File: src/hw/rtl/css_pkg.sv
// Package for the comment span scanner: character codes, scan mode encoding
// and the saturating counter helper. No dependencies.
package css_pkg;

  localparam logic [7:0] CH_SLASH = 8'h2F;
  localparam logic [7:0] CH_STAR  = 8'h2A;
  localparam logic [7:0] CH_NL    = 8'h0A;

  localparam int unsigned CntW  = 32;
  localparam int unsigned AddrW = 3;
  localparam int unsigned DataW = 32;

  // register word indexes, taken from paddr[2]
  localparam logic REG_FIRST_LINE = 1'b0;

  localparam logic KIND_LINE  = 1'b0;
  localparam logic KIND_BLOCK = 1'b1;

  typedef enum logic [4:0] {
    MODE_IDLE       = 5'b00001,
    MODE_SLASH      = 5'b00010,
    MODE_LINE       = 5'b00100,
    MODE_BLOCK      = 5'b01000,
    MODE_BLOCK_STAR = 5'b10000
  } scan_mode_e;

  typedef logic [CntW-1:0] cnt_t;

  function automatic cnt_t sat_inc(cnt_t v);
    sat_inc = (v == '1) ? v : v + cnt_t'(1);
  endfunction

endpackage

File: src/hw/rtl/css_byte_if.sv
// Input channel of the comment span scanner: one source byte per beat.
// Depends on nothing.
interface css_byte_if;
  logic       valid;
  logic       ready;
  logic [7:0] data_byte;

  modport source (output valid, output data_byte, input ready);
  modport sink   (input valid, input data_byte, output ready);
endinterface

File: src/hw/rtl/css_rec_if.sv
// Output channel of the comment span scanner: one comment record per beat.
// Depends on nothing.
interface css_rec_if;
  logic        valid;
  logic        ready;
  logic        comment_kind;
  logic [31:0] start_line;
  logic [31:0] start_offset;
  logic [31:0] span_len;

  modport source (output valid, output comment_kind, output start_line,
                  output start_offset, output span_len, input ready);
  modport sink   (input valid, input comment_kind, input start_line,
                  input start_offset, input span_len, output ready);
endinterface

File: src/hw/rtl/comment_span_scanner_top.sv
// Comment span scanner: finds line and block comments in a byte stream.
// Depends on css_pkg, css_byte_if and css_rec_if.
//
// Use: source bytes enter on in_i, one per beat. Each finished comment gives
// one record on out_o: kind, line it opened on, byte index of its first
// content byte and its size. Comments still open give nothing.
// The APB port holds one register, first_line (word 0, bit 0), which sets
// the line number of the first line to 0 or 1; it only takes effect on the
// line counter before the first byte after reset.
// Timing: a byte is taken into an input register and worked on from there;
// any record is loaded into the output register as its closing byte leaves
// the input register. One byte per cycle is sustained while the output
// does not stall; the single mode/counter update per byte sets that.
// Stalls: the output register holds a record until taken. A byte that
// would emit a record while the output is still full waits in the input
// register, and in_i.ready drops until the output drains.
// Reset: asynchronous, active low; mode goes to idle, counters to zero,
// the line counter and first_line to one.
module comment_span_scanner_top
  import css_pkg::*;
(
  input  logic             clk_i,
  input  logic             rst_ni,
  css_byte_if.sink         in_i,
  css_rec_if.source        out_o,
  input  logic             psel,
  input  logic             penable,
  input  logic             pwrite,
  input  logic [AddrW-1:0] paddr,
  input  logic [DataW-1:0] pwdata,
  output logic [DataW-1:0] prdata,
  output logic             pready
);

  logic       cfg_we;
  logic       first_line_q;
  logic       taken_q;
  logic       in_acc;

  logic       stage_valid_q, stage_valid_d;
  logic [7:0] stage_byte_q;
  logic       stage_fire;

  scan_mode_e mode_q, mode_d;
  cnt_t       line_q, line_d;
  cnt_t       index_q, index_d;
  cnt_t       open_line_q, open_line_d;
  cnt_t       open_off_q, open_off_d;
  cnt_t       count_q, count_d;
  logic       emit;
  logic       emit_kind;

  logic       out_valid_q;
  logic       out_kind_q;
  cnt_t       out_line_q, out_off_q, out_size_q;

  assign pready = 1'b1;
  assign cfg_we = psel && penable && pwrite;
  assign prdata = (paddr[2] == REG_FIRST_LINE) ? {{(DataW-1){1'b0}}, first_line_q} : '0;

  assign in_acc     = in_i.valid && in_i.ready;
  assign stage_fire = stage_valid_q && (!emit || !out_valid_q || out_o.ready);
  assign in_i.ready = !stage_valid_q || stage_fire;

  always_comb begin
    stage_valid_d = stage_valid_q;
    if (in_acc) begin
      stage_valid_d = 1'b1;
    end else if (stage_fire) begin
      stage_valid_d = 1'b0;
    end
  end

  // per-byte scan step
  always_comb begin
    mode_d      = mode_q;
    line_d      = line_q;
    index_d     = index_q + cnt_t'(1);
    open_line_d = open_line_q;
    open_off_d  = open_off_q;
    count_d     = count_q;
    emit        = 1'b0;
    emit_kind   = KIND_LINE;
    case (mode_q)
      MODE_SLASH: begin
        if (stage_byte_q == CH_SLASH || stage_byte_q == CH_STAR) begin
          mode_d      = (stage_byte_q == CH_SLASH) ? MODE_LINE : MODE_BLOCK;
          open_line_d = line_q;
          open_off_d  = index_q + cnt_t'(1);
          count_d     = '0;
        end else begin
          mode_d = MODE_IDLE;
          if (stage_byte_q == CH_NL) line_d = sat_inc(line_q);
        end
      end
      MODE_LINE: begin
        count_d = sat_inc(count_q);
        if (stage_byte_q == CH_NL) begin
          emit   = 1'b1;
          line_d = sat_inc(line_q);
          mode_d = MODE_IDLE;
        end
      end
      MODE_BLOCK, MODE_BLOCK_STAR: begin
        if (mode_q == MODE_BLOCK_STAR && stage_byte_q == CH_SLASH) begin
          emit      = 1'b1;
          emit_kind = KIND_BLOCK;
          mode_d    = MODE_IDLE;
        end else begin
          count_d = sat_inc(count_q);
          if (stage_byte_q == CH_NL) line_d = sat_inc(line_q);
          mode_d = (stage_byte_q == CH_STAR) ? MODE_BLOCK_STAR : MODE_BLOCK;
        end
      end
      default: begin
        if (stage_byte_q == CH_SLASH) begin
          mode_d = MODE_SLASH;
        end else begin
          mode_d = MODE_IDLE;
          if (stage_byte_q == CH_NL) line_d = sat_inc(line_q);
        end
      end
    endcase
  end

  always_ff @(posedge clk_i or negedge rst_ni) begin
    if (!rst_ni) begin
      first_line_q  <= 1'b1;
      taken_q       <= 1'b0;
      stage_valid_q <= 1'b0;
      mode_q        <= MODE_IDLE;
      line_q        <= cnt_t'(1);
      index_q       <= '0;
      open_line_q   <= '0;
      open_off_q    <= '0;
      count_q       <= '0;
      out_valid_q   <= 1'b0;
    end else begin
      stage_valid_q <= stage_valid_d;
      if (in_acc) taken_q <= 1'b1;
      if (cfg_we && paddr[2] == REG_FIRST_LINE) begin
        first_line_q <= pwdata[0];
        if (!taken_q) line_q <= cnt_t'(pwdata[0]);
      end
      if (stage_fire) begin
        mode_q      <= mode_d;
        line_q      <= line_d;
        index_q     <= index_d;
        open_line_q <= open_line_d;
        open_off_q  <= open_off_d;
        count_q     <= count_d;
      end
      if (stage_fire && emit) begin
        out_valid_q <= 1'b1;
      end else if (out_o.ready) begin
        out_valid_q <= 1'b0;
      end
    end
  end

  // payload registers, no reset
  always_ff @(posedge clk_i) begin
    if (in_acc) stage_byte_q <= in_i.data_byte;
    if (stage_fire && emit) begin
      out_kind_q <= emit_kind;
      out_line_q <= open_line_q;
      out_off_q  <= open_off_q;
      // a line comment's size includes its closing newline
      out_size_q <= count_d;
    end
  end

  assign out_o.valid        = out_valid_q;
  assign out_o.comment_kind = out_kind_q;
  assign out_o.start_line   = out_line_q;
  assign out_o.start_offset = out_off_q;
  assign out_o.span_len     = out_size_q;

endmodule

File: src/flat_wrapper.sv
// flat-port wrapper written by rule: the top's interface ports become plain ports
module comment_span_scanner_top_flat import css_pkg::*;
  (clk_i, rst_ni, psel, penable, pwrite, paddr, pwdata, prdata, pready, in_i_valid, in_i_data_byte, in_i_ready, out_o_valid, out_o_comment_kind, out_o_start_line, out_o_start_offset, out_o_span_len, out_o_ready);
  css_byte_if in_i_i ();
  css_rec_if out_o_i ();
  input  logic clk_i;
  input  logic rst_ni;
  input  logic psel;
  input  logic penable;
  input  logic pwrite;
  input  logic [AddrW-1:0] paddr;
  input  logic [DataW-1:0] pwdata;
  output logic [DataW-1:0] prdata;
  output logic pready;
  input wire logic [$bits(in_i_i.valid)-1:0] in_i_valid;
  input wire logic [$bits(in_i_i.data_byte)-1:0] in_i_data_byte;
  output wire logic [$bits(in_i_i.ready)-1:0] in_i_ready;
  output wire logic [$bits(out_o_i.valid)-1:0] out_o_valid;
  output wire logic [$bits(out_o_i.comment_kind)-1:0] out_o_comment_kind;
  output wire logic [$bits(out_o_i.start_line)-1:0] out_o_start_line;
  output wire logic [$bits(out_o_i.start_offset)-1:0] out_o_start_offset;
  output wire logic [$bits(out_o_i.span_len)-1:0] out_o_span_len;
  input wire logic [$bits(out_o_i.ready)-1:0] out_o_ready;
  assign in_i_i.valid = in_i_valid;
  assign in_i_i.data_byte = in_i_data_byte;
  assign in_i_ready = in_i_i.ready;
  assign out_o_valid = out_o_i.valid;
  assign out_o_comment_kind = out_o_i.comment_kind;
  assign out_o_start_line = out_o_i.start_line;
  assign out_o_start_offset = out_o_i.start_offset;
  assign out_o_span_len = out_o_i.span_len;
  assign out_o_i.ready = out_o_ready;
  comment_span_scanner_top u_core (.clk_i(clk_i), .rst_ni(rst_ni), .in_i(in_i_i), .out_o(out_o_i), .psel(psel), .penable(penable), .pwrite(pwrite), .paddr(paddr), .pwdata(pwdata), .prdata(prdata), .pready(pready));
endmodule
File: config.mk
export PLATFORM = sky130hd
export DESIGN_NAME = comment_span_scanner_top_flat
export DESIGN_NICKNAME = d
export VERILOG_FILES = /design/src/hw/rtl/css_pkg.sv /design/src/hw/rtl/css_byte_if.sv /design/src/hw/rtl/css_rec_if.sv /design/src/hw/rtl/comment_span_scanner_top.sv /design/src/flat_wrapper.sv
export SDC_FILE = /design/constraint.sdc
export NUM_CORES = 1
export LEC_CHECK = 0
export BUFFER_PORTS_ARGS = -buffer_cell sky130_fd_sc_hd__clkbuf_2
export CORE_ASPECT_RATIO = 0.7
export CORE_MARGIN = 1.5
export CORE_UTILIZATION = 30
export CTS_BUF_LIST = sky130_fd_sc_hd__clkbuf_8
export CTS_CLUSTER_SIZE = 10
export DETAILED_ROUTE_END_ITERATION = 12
export GPL_ROUTABILITY_DRIVEN = 0
export SYNTH_ARGS = -nofsm -noshare
export SYNTH_HDL_FRONTEND = slang
export SYNTH_SLANG_ARGS = --single-unit
File: constraint.sdc
create_clock -name clk_i -period 4.3 [get_ports clk_i]
set_input_delay 0.43 -clock clk_i [delete_from_list [all_inputs] [get_ports clk_i]]
set_output_delay 0.43 -clock clk_i [all_outputs]
set_load 0.005 [all_outputs]
==> out/metrics.yaml, run 1 <==
worstPathRequired_ns: 3.87
powerDensity_nw_per_um2: 372
status: "complete, but fails checks"
ff2ff_path_depth: 6
start_util: 0.306
max_stage_delay_ns: 0.73
ys_warn_count: 0
post_synth.cell_area_avg_um2: 10.9
synthArstFlopShare: 0.617
synth_cells: 1149
hold_path_class: "in2async"
grt_overflow: 0
synth_edf_count: 105
final_nets: 1329
final_area_um2: 14600
syn_area_um2: 12600
wirelength_mm: 31.0
synth.yosys.seq_area_share: 0.588
yosys.cell_types.count: 71
fin_setup_tns_ns: 0
setup_viol_count_final: 0
max_slew_margin: 0.160
layout-drive-gt1-share: 0.197
cp_slowest_cell: "or4b_1"
r2r_setup_slack_ns: 0.89
reg2reg_from: "u_core.stage_byte_q[4]$_DFFE_PP_"
hold_violations: 2
tritoncts: "done"
grt_pass1_wl_mm: 49.2
root_buffer: "clkbuf_8"
path_cells: "or4b_1 -> nor4_1 -> o21ai_0 -> or2_2 -> clkbuf_2"
io_pins: 182
cts-buffers-inserted: 45
grt_pass1_vias: 8673
avgRoutedWirePerCell_um: 16.7
placed_cell_area_um2: 13600
antenna_found_initial: 2
numClockSinks: 274
hpwl_mm: 21.2
hold_slack_ns: -0.0115
path_buf_inv: 1
dieWidth_um: 248
drt_first_iter_violations: 688
clockBufferDepth: 3
cts_resized: 0
criticalPathCategory: "reg2out"
die-area_um2: 43100
vias: 9251
startpoint: "u_core.mode_q[4]$_DFFE_PN0P_"
cts-htree-levels: 2
cap_violations: 0
skew_ns: 0.0535
cp.arrival_ns: 3.03
syn_to_final_growth_pct: 16.4
drtAntennaViolNets: 0
start_kind: "flip-flop"
violations: "negative hold slack"
ys_seq_elements: 274
clk_latency_ns: 0.57
reg2reg_to: "u_core.out_o.start_offset[11]$_DFFE_PP_"
drc_errors: 0
first_pass_iters: 5
p_leak_nw: 5.67
slew_violations: 0
path_delay_family: "simple AND/OR/NAND/NOR gates"
grt_util_all_layers: 0.145
cts_setup_buffers: 0
cts.clk_slew.worst_paths_ns: 0.07
fin_crit_ns: 3.46
irDropWorstVdd_v: 0.000202
end_kind: "output port"
fmax_ghz: 0.289
coreArea_um2: 41100
io_buffer_count: 116
rsz0062_at_grt: "false"
finalCritPeriodShare: 0.805
rows: 62
crit_path_max_fanout: 10
die_y_um: 174
grt_start_max_net_pins: 94
via_per_inst: 4.98
worst_pin_slew_ns: 1.25
synth_flop_cell: "dfrtp_1"
## kinds of logic after synthesis
family / after synthesis / synth area share
other: 2 / 0.000598
flip-flops: 274 / 0.588
XOR/XNOR: 91 / 0.0634
buffers and inverters: 100 / 0.0422
multiplexers: 30 / 0.0268
AND/OR/NAND/NOR: 446 / 0.178
adder cells (fa/ha/maj): 3 / 0.00299
AO/OA/AOI/OAI: 203 / 0.0979
## synth_stat cells (11+ instances only)
cell      instances  area [µm²]
dfrtp_1         166        4150
nand2_1         126         473
nor4_1           15        93.8
or3_1            11        68.8
xor2_1           18         158
buf_4            35         263
nor2_1           99         372
inv_1            16        60.1
or2_2            11        68.8
a31oi_1          26         163
nand4_1          25         156
buf_2            19        95.1
nor3_1           45         225
xnor2_1          73         639
mux2_2           28         315
clkbuf_1         27         101
o31ai_1          23         173
and3_1           14        87.6
o21ai_0          75         375
edfxtp_1        105        3150
a21oi_1          48         240
nand3_1          49         245
## where the power goes
part | internal (mW) | switching, mW | leakage, nW
clock network | 1.40 | 1.06 | 0.541
registers | 2.74 | 0.0498 | 3.07
logic | 0.0685 | 0.113 | 2.06
## sequential cells by signal (all words and copies together) (netlist names), 5 cells and up
signal	count
u_core.count_q	32
u_core.index_q	32
u_core.line_q	32
u_core.open_line_q	32
u_core.open_off_q	32
u_core.out_o.span_len	32
u_core.out_o.start_line	32
u_core.out_o.start_offset	32
u_core.stage_byte_q	8
u_core.mode_q	5
## per-stage QoR
step	std cells	power, mW	utilization	setup WS [ns]
4_1_cts	1855	5.52	0.355	0.792
2_1_floorplan	1179	2.97	-	0.956
3_5_place_dp	1771	3.03	0.331	0.816
5_1_grt	1857	5.67	0.356	0.655
3_3_place_gp	1771	3.02	0.331	0.928
6_report	1857	5.44	0.356	0.838
## cells in the final DEF, fill, tap and decap left out, types with 5 or more instances in the layout
master	Yosys	layout
nand2b_1	5	5
or3_1	11	11
buf_4	35	14
dfrtp_1	166	166
nor4_1	15	15
a31oi_1	26	26
or4_1	10	10
and3_1	14	14
clkbuf_8	0	51
nor3_1	45	45
xnor2_1	73	73
nand3_1	49	49
inv_1	16	26
or2_2	11	11
mux2_2	28	28
clkinv_2	0	10
a21oi_1	48	48
xor2_1	18	18
o21ai_0	75	75
nand4_1	25	25
nor2_1	99	99
and4_1	8	8
edfxtp_1	105	105
clkbuf_2	0	115
bufinv_16	0	5
o31ai_1	23	23
conb_1	2	32
nand2_1	126	126
## worst max path at each step
stage,endpoint,cells past startpoint,slack (ns)
finish,in_i_ready,5,0.84
global route,u_core.out_o.start_offset[11]$_DFFE_PP_,6,0.65
CTS,u_core.count_q[5]$_DFFE_PN0P_,7,0.79
detailed placement,u_core.count_q[6]$_DFFE_PN0P_,7,0.82
global placement,u_core.count_q[17]$_DFFE_PN0P_,7,0.93
floorplan,u_core.out_o.comment_kind$_SDFFCE_PN0P_,6,0.96
## routing by layer
layer / global-route usage / routed length, µm
met3: 0.0367 / 2610
met2: 0.196 / 12600
met4: 0.0556 / 1000
met1: 0.220 / 14800
met5: 0 / 0
## area by class of cell
class	count	area, µm²
well taps	544	681
clock buffers	51	702
flip-flops and latches	274	7390
multi-input cells	805	4770
fillers	4123	26500
clock inverters	32	277
inverters	16	60.1
repair buffers	134	753
diodes	1	2.50
## what timing repair did
| action | 4_1_cts | 5_1_grt |
|---|---|---|
| hold endpoints to repair | 1 | 0 |
| endpoints found under the setup margin | 0 | 0 |
| hold buffers | 1 | 0 |
Power figures use the tool's default switching activity.
==> run 2, diff against run 1 <==
- clock period: 4.3 -> 2.85 ns (I/O delays scaled with it)
==> run 2 against run 1 <==
Compared with the run above: critical endpoint unchanged; sequential share of layout area shrank 1.9 points; worst setup slack lost 0.75 ns; wire length grew 1.9%; die area is the same; largest cell class unchanged; the flow now finishes without violations; clock power grew 43%; non-clock buffer count grew 62; sequential power grew 51%.
==> out/metrics.yaml, run 2 (synthesis results as in run 1) <==
rows: 62  # unchanged
final_common_cell: "dfrtp_1"
cp.arrival_ns: 2.48  # -0.55 ns
drc_errors: 0  # unchanged
path_cells: "or4b_4 -> nor4_4 -> buf_6 -> o21ai_1 -> or2_4 -> clkbuf_2"
setup_viol_count_final: 0  # unchanged
io_pins: 182  # unchanged
placed_cell_area_um2: 14100  # +3.5%
max_slew_margin: 0.385  # +0.225
final_area_um2: 15200  # +3.9%
grt_start_max_net_pins: 84  # -11%
status: "finished, final reports clean"
slew_violations: 0  # unchanged
start_kind: "flip-flop"
dieWidth_um: 248  # unchanged
fmax_ghz: 0.361
rsz0062_at_grt: "true"
total_power_mw: 8.05  # +48%
skew_ns: 0.0259  # -0.0276 ns
die-area_um2: 43100  # unchanged
syn_to_final_growth_pct: 21.0
cts-htree-levels: 2  # unchanged
cap_violations: 0  # unchanged
finalCritPeriodShare: 0.971
die_y_um: 174  # unchanged
fin_crit_ns: 2.77
worst_pin_slew_ns: 0.922  # -0.328 ns
grt_util_all_layers: 0.148  # +0.00228
cts.clk_slew.worst_paths_ns: 0.06  # about the same
hold_violations: 0  # -2
coreArea_um2: 41100  # unchanged
criticalPathCategory: "reg2out"
irDropWorstVdd_v: 0.000259  # +28%
hpwl_mm: 22.5  # +5.8%
avgRoutedWirePerCell_um: 16.4  # -1.6%
powerDensity_nw_per_um2: 530  # +42%
crit_path_max_fanout: 3  # -7
min_path_cells: 3
start_util: 0.306  # unchanged
grt_pass1_wl_mm: 50.7  # +2.9%
drtAntennaViolNets: 0  # unchanged
io_buffer_count: 116  # unchanged
place_inst: 1821  # +2.8%
root_buffer: "clkbuf_8"
tritoncts: "done"
grt_pass1_vias: 9131  # +5.3%
final_cell_mix: "dfrtp_1, nand2_1, clkbuf_2"
clockBufferDepth: 3  # unchanged
max_stage_delay_ns: 0.59  # -0.14 ns
first_pass_iters: 6  # +1
drt_first_iter_violations: 860  # +25%
grt_overflow: 0  # unchanged
vias: 9435  # +2.0%
ff2ff_path_depth: 8  # +2
numClockSinks: 274  # unchanged
antenna_found_initial: 3  # +1
end_kind: "output port"
layout-drive-gt1-share: 0.229  # +0.0321
cts-buffers-inserted: 46  # +2.2%
hold_path_class: "in2reg"
via_per_inst: 4.91  # -1.5%
cp_slowest_cell: "or4b_4"
final_nets: 1392  # +4.7%
clk_latency_ns: 0.57  # about the same
wirelength_mm: 31.6  # +1.9%
p_leak_nw: 5.98  # +5.6%
stdcell_count: 1923  # +3.6%
worstPathRequired_ns: 2.57  # -1.30 ns
run 2: changes by cell type in the layout (fill, tap and decap cells not counted), sizes merged:
cell / before / now
buf: 18 / 71
dlygate4sd3: 1 / 10
inv: 27 / 33
bufinv: 5 / 2
clkinv: 14 / 11
clkinvlp: 2 / 4
clkbuf: 166 / 167
diode: 1 / 2
run 2: area by class of cell:
cell class | instances | area (µm²)
inverter | 16 | 60.1
tap | 544 | 681
clock buffer | 52 | 716
timing repair buffer | 196 | 1350
multi-input combinational | 805 | 4790
clock inverter | 34 | 213
sequential | 274 | 7390
fill | 4096 | 25900
antenna | 2 | 5.00
run 2: final timing paths:
path                                              startpoint                              endpoint  slack, ns
max                         u_core.stage_byte_q[7]$_DFFE_PP_                            in_i_ready       0.08
max in group asynchronous                             rst_ni         u_core.index_q[3]$_DFFE_PN0P_       1.76
max reg2reg                 u_core.stage_byte_q[4]$_DFFE_PP_   u_core.out_o.span_len[13]$_DFFE_PP_       0.14
min                                                pwdata[0]          u_core.line_q[0]$_DFFE_PN1P_       0.07
min reg2reg                u_core.open_line_q[8]$_DFFE_PN0P_  u_core.out_o.start_line[8]$_DFFE_PP_       0.44
min in group asynchronous                             rst_ni    u_core.open_line_q[17]$_DFFE_PN0P_       0.22
run 2: stage by stage:
stage          TNS [ns]  hold slack [ns]   util  setup slack [ns]
2_1_floorplan         0          -0.0106      -            0.0171
3_3_place_gp          0            0.286  0.343             0.177
3_5_place_dp          0            0.284  0.343             0.154
4_1_cts               0          0.00696  0.369           0.00706
5_1_grt         -0.0330           0.0535  0.370           -0.0330
6_report              0           0.0712  0.370            0.0831
run 2: worst max-delay path: cells and delay by family, from the launching register on:
kind | cells | cell delay [ns]
AOI/OAI and AO/OA | 1 | 0.09
and+or+nand+nor | 3 | 1.17
buffers and inverters | 2 | 0.27
DFF | 1 | 0.41
run 2: power breakdown:
part	switching, mW	total, mW	internal [mW]
clock	1.66	3.53	1.87
combinational	0.183	0.304	0.121
sequential	0.0771	4.22	4.14
total	1.92	8.05	6.13
run 2: routing by layer:
layer  up-vias  track usage  wire length (µm)  part of all wire
met5         -            0                 0                 0
met2       332        0.204             13000              0.41
met4         0       0.0535              1060             0.033
li1       4482            -                 -                 -
met1      4551        0.221             15000              0.47
met3        70       0.0357              2560             0.081
run 2: repair_timing:
item | 4_1_cts | 5_1_grt
setup endpoints to repair | 1 | 1
hold endpoints to repair | 58 | 0
resized for setup | 5 | 5
setup buffers | 1 | 3
hold buffers | 10 | 0
pin swaps | 1 | 2
